File: src/sv/ubd_pkg.sv
// ----------------------------------------------------------------------------
// ubd_pkg
// Shared types and constants for the UART baud divisor calculator.
// ----------------------------------------------------------------------------
package ubd_pkg;

    localparam int CLOCK_W     = 32;
    localparam int BAUD_W      = 28;
    localparam int INT_W       = 28;
    localparam int FRAC_W      = 7;
    localparam int HALF_SHIFT  = 3;
    localparam int FRAC_BITS   = 7;
    localparam int DIVIDEND_W  = CLOCK_W + HALF_SHIFT;
    localparam int NUM_STAGES  = 5;
    localparam int STAGE_STEPS = DIVIDEND_W / NUM_STAGES;
    localparam int IBRD_HI_W   = 16;

    typedef struct packed {
        logic [BAUD_W-1:0]     rem;
        logic [DIVIDEND_W-1:0] work;
        logic [BAUD_W-1:0]     baud;
        logic                  baud_zero;
    } ubd_div_t;

endpackage

File: src/sv/uart_baud_divisor_calc_core.sv
// ----------------------------------------------------------------------------
// uart_baud_divisor_calc_core
// Computes the integer and fractional UART baud divisors from a reference
// clock and a baud rate. One word per cycle in each direction: eight times
// the clock is divided by the baud rate in a restoring divider of five
// register stages, seven quotient bits each, followed by an output stage that
// rounds the fraction to sixty-fourths (it can reach 64) and flags a zero baud
// rate or an integer divisor outside 1..65535. Every stage holds on a stall and
// fills bubbles, so throughput is set by the output handshake alone.
// ----------------------------------------------------------------------------
module uart_baud_divisor_calc_core (
    input  logic                        aclk,
    input  logic                        aresetn,
    input  logic                        s_valid,
    output logic                        s_ready,
    input  logic [ubd_pkg::CLOCK_W-1:0] s_clock_hz,
    input  logic [ubd_pkg::BAUD_W-1:0]  s_baud_rate,
    output logic                        m_valid,
    input  logic                        m_ready,
    output logic [ubd_pkg::INT_W-1:0]   m_int_divisor,
    output logic [ubd_pkg::FRAC_W-1:0]  m_frac_divisor,
    output logic                        m_divisor_error
);
    import ubd_pkg::*;

    logic     pipe_valid [NUM_STAGES+1];
    logic     pipe_ready [NUM_STAGES+1];
    ubd_div_t pipe_data  [NUM_STAGES+1];

    assign pipe_valid[0]          = s_valid;
    assign s_ready                = pipe_ready[0];
    assign pipe_data[0].rem       = '0;
    assign pipe_data[0].work      = {s_clock_hz, {HALF_SHIFT{1'b0}}};
    assign pipe_data[0].baud      = s_baud_rate;
    assign pipe_data[0].baud_zero = (s_baud_rate == '0);

    for (genvar g = 0; g < NUM_STAGES; g++) begin : g_div
        ubd_div_stage u_stage (
            .aclk      (aclk),
            .aresetn   (aresetn),
            .in_valid  (pipe_valid[g]),
            .in_ready  (pipe_ready[g]),
            .in_data   (pipe_data[g]),
            .out_valid (pipe_valid[g+1]),
            .out_ready (pipe_ready[g+1]),
            .out_data  (pipe_data[g+1])
        );
    end

    ubd_out_stage u_out (
        .aclk            (aclk),
        .aresetn         (aresetn),
        .in_valid        (pipe_valid[NUM_STAGES]),
        .in_ready        (pipe_ready[NUM_STAGES]),
        .in_data         (pipe_data[NUM_STAGES]),
        .m_valid         (m_valid),
        .m_ready         (m_ready),
        .m_int_divisor   (m_int_divisor),
        .m_frac_divisor  (m_frac_divisor),
        .m_divisor_error (m_divisor_error)
    );

endmodule

File: src/sv/ubd_div_stage.sv
// ----------------------------------------------------------------------------
// ubd_div_stage
// One register stage of the restoring divider: a fixed number of quotient
// bits per stage, shifted into the low end of the working word.
// ----------------------------------------------------------------------------
module ubd_div_stage (
    input  logic              aclk,
    input  logic              aresetn,
    input  logic              in_valid,
    output logic              in_ready,
    input  ubd_pkg::ubd_div_t in_data,
    output logic              out_valid,
    input  logic              out_ready,
    output ubd_pkg::ubd_div_t out_data
);
    import ubd_pkg::*;

    logic     valid_reg;
    ubd_div_t data_reg;
    ubd_div_t data_next;

    always_comb begin
        logic [BAUD_W:0] trial;
        data_next = in_data;
        for (int i = 0; i < STAGE_STEPS; i++) begin
            trial = {data_next.rem, data_next.work[DIVIDEND_W-1]};
            if (trial >= {1'b0, data_next.baud}) begin
                trial         = trial - {1'b0, data_next.baud};
                data_next.work = {data_next.work[DIVIDEND_W-2:0], 1'b1};
            end else begin
                data_next.work = {data_next.work[DIVIDEND_W-2:0], 1'b0};
            end
            data_next.rem = trial[BAUD_W-1:0];
        end
    end

    assign in_ready  = !valid_reg || out_ready;
    assign out_valid = valid_reg;
    assign out_data  = data_reg;

    always_ff @(posedge aclk) begin
        if (!aresetn) begin
            valid_reg <= 1'b0;
        end else if (in_ready) begin
            valid_reg <= in_valid;
        end
    end

    always_ff @(posedge aclk) begin
        if (in_ready && in_valid) begin
            data_reg <= data_next;
        end
    end

endmodule

File: src/sv/ubd_out_stage.sv
// ----------------------------------------------------------------------------
// ubd_out_stage
// Split the quotient into integer and fractional divisor, round the
// fraction, flag unusable divisors and hold the result word.
// ----------------------------------------------------------------------------
module ubd_out_stage (
    input  logic                       aclk,
    input  logic                       aresetn,
    input  logic                       in_valid,
    output logic                       in_ready,
    input  ubd_pkg::ubd_div_t          in_data,
    output logic                       m_valid,
    input  logic                       m_ready,
    output logic [ubd_pkg::INT_W-1:0]  m_int_divisor,
    output logic [ubd_pkg::FRAC_W-1:0] m_frac_divisor,
    output logic                       m_divisor_error
);
    import ubd_pkg::*;

    logic              valid_reg;
    logic [INT_W-1:0]  int_reg;
    logic [FRAC_W-1:0] frac_reg;
    logic              err_reg;
    logic [INT_W-1:0]  int_next;
    logic [FRAC_W-1:0] frac_next;
    logic              err_next;
    logic [INT_W-1:0]  quot_int;
    logic [FRAC_BITS-1:0] quot_frac;

    assign quot_int  = in_data.work[DIVIDEND_W-1:FRAC_BITS];
    assign quot_frac = in_data.work[FRAC_BITS-1:0];

    always_comb begin
        if (in_data.baud_zero) begin
            int_next  = '0;
            frac_next = '0;
            err_next  = 1'b1;
        end else begin
            int_next  = quot_int;
            frac_next = {1'b0, quot_frac[FRAC_BITS-1:1]} + {{(FRAC_W-1){1'b0}}, quot_frac[0]};
            err_next  = (quot_int == '0) || (quot_int[INT_W-1:IBRD_HI_W] != '0);
        end
    end

    assign in_ready        = !valid_reg || m_ready;
    assign m_valid         = valid_reg;
    assign m_int_divisor   = int_reg;
    assign m_frac_divisor  = frac_reg;
    assign m_divisor_error = err_reg;

    always_ff @(posedge aclk) begin
        if (!aresetn) begin
            valid_reg <= 1'b0;
        end else if (in_ready) begin
            valid_reg <= in_valid;
        end
    end

    always_ff @(posedge aclk) begin
        if (in_ready && in_valid) begin
            int_reg  <= int_next;
            frac_reg <= frac_next;
            err_reg  <= err_next;
        end
    end

endmodule
File: config.mk
export PLATFORM = sky130hd
export DESIGN_NAME = uart_baud_divisor_calc_core
export DESIGN_NICKNAME = d
export VERILOG_FILES = /design/src/sv/ubd_pkg.sv /design/src/sv/uart_baud_divisor_calc_core.sv /design/src/sv/ubd_div_stage.sv /design/src/sv/ubd_out_stage.sv
export SDC_FILE = /design/constraint.sdc
export NUM_CORES = 2
export LEC_CHECK = 0
export BUFFER_PORTS_ARGS = -buffer_cell sky130_fd_sc_hd__buf_4
export CORE_MARGIN = 2
export CORE_UTILIZATION = 67
export CTS_CLUSTER_SIZE = 12
export DETAILED_ROUTE_END_ITERATION = 7
export PLACE_DENSITY = 0.84
export RECOVER_POWER = 25
export SLEW_MARGIN = 0
export SYNTH_ARGS = -nofsm -noshare
export SYNTH_HDL_FRONTEND = slang
export SYNTH_SLANG_ARGS = --single-unit
File: constraint.sdc
create_clock -name aclk -period 28.6 [get_ports aclk]
set_input_delay 1.43 -clock aclk [delete_from_list [all_inputs] [get_ports aclk]]
set_output_delay 1.43 -clock aclk [all_outputs]
set_load 0.05 [all_outputs]
# --- After elaboration in Yosys (flattened, before gate mapping) ---
# Index checks and enable logic that the tools add are counted.
word_totals:
  mem_bits_ro: 0
  input_bits: 64
  mem_bits_rw: 0
  latch_bits: 0
  ff_bits: 446
  mem_count: 0
classes:
  multipliers: 0
  add_sub_neg: 35
  n_reduce_logical: 22
  magnitude_cmp: 35
  bitwise: 0
  mux: 69
  n_shift: 0
  n_eq_ne: 0
  div: 0
op_table:
  columns: ["cell", "count"]
  rows:
  - ["$ge A29 B28 Y1", 34]
  - ["$mux W28", 34]
  - ["$sub A28 B28 Y28", 33]
  - ["$logic_not A28 Y1", 2]
  - ["$mux W1", 35]
  - ["$ge A1 B28 Y1", 1]
  - ["$sub A1 B28 Y28", 1]
  - ["$reduce_bool A12 Y1", 1]
  - ["$add A6 B1 Y7", 1]
  - ["$logic_or A1 B1 Y1", 7]
  - ["$logic_and A1 B1 Y1", 6]
  - ["$logic_not A1 Y1", 6]

# --- Depth between registers and ports, before layout ---
depth:
  depth_word: 14
  mapped_depth: 115

# --- Modules after synthesis ---
# A second synthesis with hierarchy kept.
unflattened:
  hier_cells: 9069
  area_unflattened_um2: 77068.9
modules_own_cells:
  columns: ["mod", "cells_each", "area_per_inst_um2", "instances", "seq_area_each_um2"]
  rows:
  - ["ubd_div_stage (g_div[0].u_stage ...)", 1750, 14821.7, 3, 2782.7]
  - ["ubd_div_stage (g_div[1].u_stage)", 1910, 15935.3, 1, 2782.7]
  - ["ubd_div_stage (g_div[4].u_stage)", 1797, 15087.0, 1, 2782.7]
  - ["ubd_out_stage", 101, 1512.7, 1, 1101.1]
  - ["uart_baud_divisor_calc_core", 11, 68.8, 1, 0.0]

# --- Least setup slack after synthesis ---
# No wires, ideal clock.
synth_timing:
  path_kind: "reg2reg"
  from: "register g_div[2].u_stage.data_reg (netlist bit g_div[2].u_stage.out_data[2])"
  to: "register g_div[3].u_stage.data_reg (netlist bit g_div[3].u_stage.out_data[77]), data pin"
  stages_incl_launch_ff: 108
  required_ns: 28.339
  setup_time_ns: 0.261
  path_buffers: 16
  arrival_time_ns: 22.254
  period_less_slack_ns: 22.515
  path_slack_ns: 6.085
  path_cell_list: "edfxtp_1 inv_1 ha_1 nor2b_1 o31ai_1 a21oi_1 a31oi_1 a21oi_1 o311ai_2 and2_1 clkbuf_1 clkbuf_1 buf_1 or3b_2 nand2_1 ha_1 nand3_1 or3_1 [72 not listed] nor2_1 a21oi_1 ha_1 a21o_1 a21o_1 a21oi_1 o21bai_1 a21oi_1 o31ai_1 o211ai_1 a31oi_1 o21a_1 o21ai_0 nand3b_1 a311oi_1 clkbuf_1 a211oi_1 a221o_1"
synth_lines:
  columns: ["item", "line", "text"]
  rows:
  - ["start, declared", "ubd_div_stage.sv:19", "ubd_div_t data_reg;"]
  - ["start signal, assigned", "ubd_div_stage.sv:51", "data_reg <= data_next;"]
  - ["end signal, assigned", "ubd_div_stage.sv:51", null]
  - ["end, declared", "ubd_div_stage.sv:19", null]

==> impl_metrics.csv <==
group,metric,value,unit
route,viasPerCell,6.86,
critical_path,r2r_start,"g_div[1].u_stage.out_data[8]",
clocking,h-tree-depth,2,
placed_design,hpwl,184,mm
grt,grt-ovfl-total,0,
synth,yosysUniqueCellTypes,107,
cells_and_area,seqCellArea,13000,um2
grt,grt_max_degree,73,
route,route.detailed.drc,11,
synth,yosysWarnings,0,
sta,hold_violations,0,
sta,fmax,0.0371,GHz
die,start_util,67.5,%
grt,grt_first_pass_wirelength,353,mm
sta,finalMaxSlewViolations,0,
placed_design,io_buffers,101,
min_path,min_from,"g_div[3].u_stage.out_data[38]",
cells_and_area,n_fill_cell,8364,
clocking,clk_pin_slew_worst_paths,0.07,ns
die,core.rowCount,118,
die,die_area,107000,um2
clocking,cts_tree,"built",
min_path,hold_end,"g_div[4].u_stage.out_data[45]",
route,wl_per_cell,23.7,um
route,via_count,67823,
cells_and_area,multi_input_area,54300,um2
min_path,worstHoldPathCells,0,
cells_and_area,area_delta_synth_final,5.65,%
run_status,status,"finished, violations left",
route,drtAntennaViolNets,0,
sta,whs,0.391,ns
die,die_y,327,um
synth,yosysTopAreaCellShare,18.4,%
critical_path,cp.required,29.02,ns
die,io_pins,102,
clocking,insertion_delay,0.73,ns
clocking,cts.sinks,434,
synth,synthTopCellsByArea,"edfxtp_1, ha_1, xnor2_1",
critical_path,crit_arrival,27.35,ns
cells_and_area,nets,9519,
critical_path,slowest_delay,0.57,ns
sta,period_minus_slack,26.94,ns
sta,fin_worst_skew,0.0620,ns
grt,grt_usage,41.9,%
critical_path,worstSetupStartpointType,"flip-flop",
critical_path,cp_top_family,"compound AO/OA/AOI/OAI gates",
synth,syn-cell-area,69900,um2
sta,tightest_slew,1.31,ns
synth,avgSynthCellArea,8.29,um2
run,maxCapViolations,0,
route,routed_wl,234,mm
cells_and_area,drive_gt1_share,9.28,%
grt,first_global_vias,63053,
critical_path,cp_num_buf_inv,6,
critical_path,end_kind,"flip-flop",
clocking,numCtsBuffers,52,
synth,synth_edf_count,428,
critical_path,crit_slowest_cell,"nor4_1",
synth,syn-num-nets,9485,
sta,setup_viol,0,
min_path,hold_path_class,"flip-flop to flip-flop",
critical_path,crit_path_max_fanout,28,
die,core,103000,um2
grt,antenna_found_initial,3,
sta,max-slew-margin-rel,12.2,%
critical_path,rrSetupSlack,1.66,ns
synth,ys_ff_latch,434,
synth,synth_seq_area_share,18.6,%
route,drt-pass1-iter-count,8,
synth,synth_largest_area_cell,"edfxtp_1",
clocking,hold_buffers,0,
sta,tns,0,ns
route,drt_iter0_drc,8057,
synth,synth_ff_type,"edfxtp_1",
synth,postSynthCellCount,8435,
critical_path,crit_path_frequent_cell,"a21oi_1",
critical_path,rr_worst_depth,91,
critical_path,crit_type,"flip-flop to flip-flop",
synth,synthArstFlopShare,0,%
critical_path,r2r-end,"g_div[2].u_stage.out_data[89]",
placed_design,place_congestion,1.04,
sta,rsz0062_at_grt,"no",
sta,fin_crit_sh,94.2,%
clocking,cts_root_buffer,"clkbuf_16",
die,die_w,327,um
clocking,clock_path_buffers,3,
run_status,violations,"design-rule violations",
## flip-flops by register name, summed over array words and instances, names as in the netlist
name	flops
g_div.u_stage.out_valid	5
u_out.m_divisor_error	1
u_out.m_frac_divisor	7
u_out.m_valid	1
u_out.m_int_divisor	28
g_div.u_stage.out_data	392
## kinds of logic (layout without fill, tap and decap cells)
kind of cell	after synthesis	in the layout	synth area share, %
buf+inv	726	795	4.10
xor+xnor	743	743	9.31
flops	434	434	18.6
fa+ha+maj	986	986	18.0
compound gates	2679	2680	24.9
simple gates	2345	2346	16.7
mux	522	522	8.39
other cells	0	4	0
## cells in the mapped netlist, types with 86 or more instances
library cell,number
nand2_1,506
nand2b_1,121
inv_1,529
nor3_1,170
edfxtp_1,428
ha_1,954
mux2_2,372
nand4_1,135
o21a_1,139
nand3_1,198
nor2_1,600
xnor2_1,481
a31oi_1,86
nor2b_1,154
clkbuf_1,104
o21ai_0,503
o21bai_1,130
a21o_1,364
mux2i_1,109
xor2_1,262
a21oi_1,815
## layout by cell type (no fill, tap or decap), drive strengths merged, types with 67 or more instances in the layout
cell type    n
a211oi      81
a21o       364
a21oi      815
a31oi       88
and3        85
buf        120
clkbuf      94
edfxtp     428
ha         954
inv        548
mux2       410
mux2i      112
nand2      506
nand2b     121
nand3      199
nand4      135
nor2       603
nor2b      154
nor3       171
o21a       139
o21ai      509
o21bai     130
o221ai      67
or3         84
xnor2      481
xor2       262
## through the flow
step	setup WS, ns	std cells	util [%]	area, um2
CTS	0.335	9877	71.2	73700
detailed placement	-0.111	9786	69.6	72100
finish	1.66	9890	71.4	73900
floorplan	6.09	8435	-	69900
global route	0.0705	9886	71.3	73800
global placement	0.241	9786	69.6	72100
## area by class of cell
type                            count  share of cell area, %
Tap cell                         1380                   2.34
Sequential cell                   434                   17.6
Timing Repair Buffer              154                   1.53
Timing Repair inverter              2                 0.0169
Clock inverter                     31                  0.444
Antenna cell                        4                 0.0136
Clock buffer                       60                   1.80
Multi-Input combinational cell   7277                   73.5
Inverter                          548                   2.83
## timing repair
item | 4_1_cts | 5_1_grt
pin swaps | 0 | 2
cloned | 0 | 4
resized for setup | 2 | 24
setup buffers | 0 | 5
endpoints found under the setup margin | 14 | 85
## layer usage
layer	global-route usage (%)	vias up	wire length (um)
met5	0	-	11
met4	25.5	2	16800
met3	7.30	830	23400
met2	65.8	3598	101000
met1	53.7	31665	93000
li1	-	31728	-
## worst max-delay path by stage
| stage | startpoint | depth (start not counted) | to | slack (ns) |
|---|---|---|---|---|
| after detailed placement | g_div[1].u_stage.out_data[2] | 93 | g_div[2].u_stage.out_data[89] | -0.11 |
| after CTS | g_div[1].u_stage.out_data[2] | 93 | g_div[2].u_stage.out_data[89] | 0.34 |
| after floorplan | g_div[2].u_stage.out_data[2] | 107 | g_div[3].u_stage.out_data[77] | 6.09 |
| final | g_div[1].u_stage.out_data[8] | 91 | g_div[2].u_stage.out_data[89] | 1.66 |
| after global routing | g_div[1].u_stage.out_data[18] | 92 | g_div[2].u_stage.out_data[79] | 0.07 |
| after global placement | g_div[1].u_stage.out_data[2] | 93 | g_div[2].u_stage.out_data[66] | 0.24 |
Power is left out: the tool's default activity adds up to more than one toggle a clock period on the data nets, which glitch-free logic cannot reach.
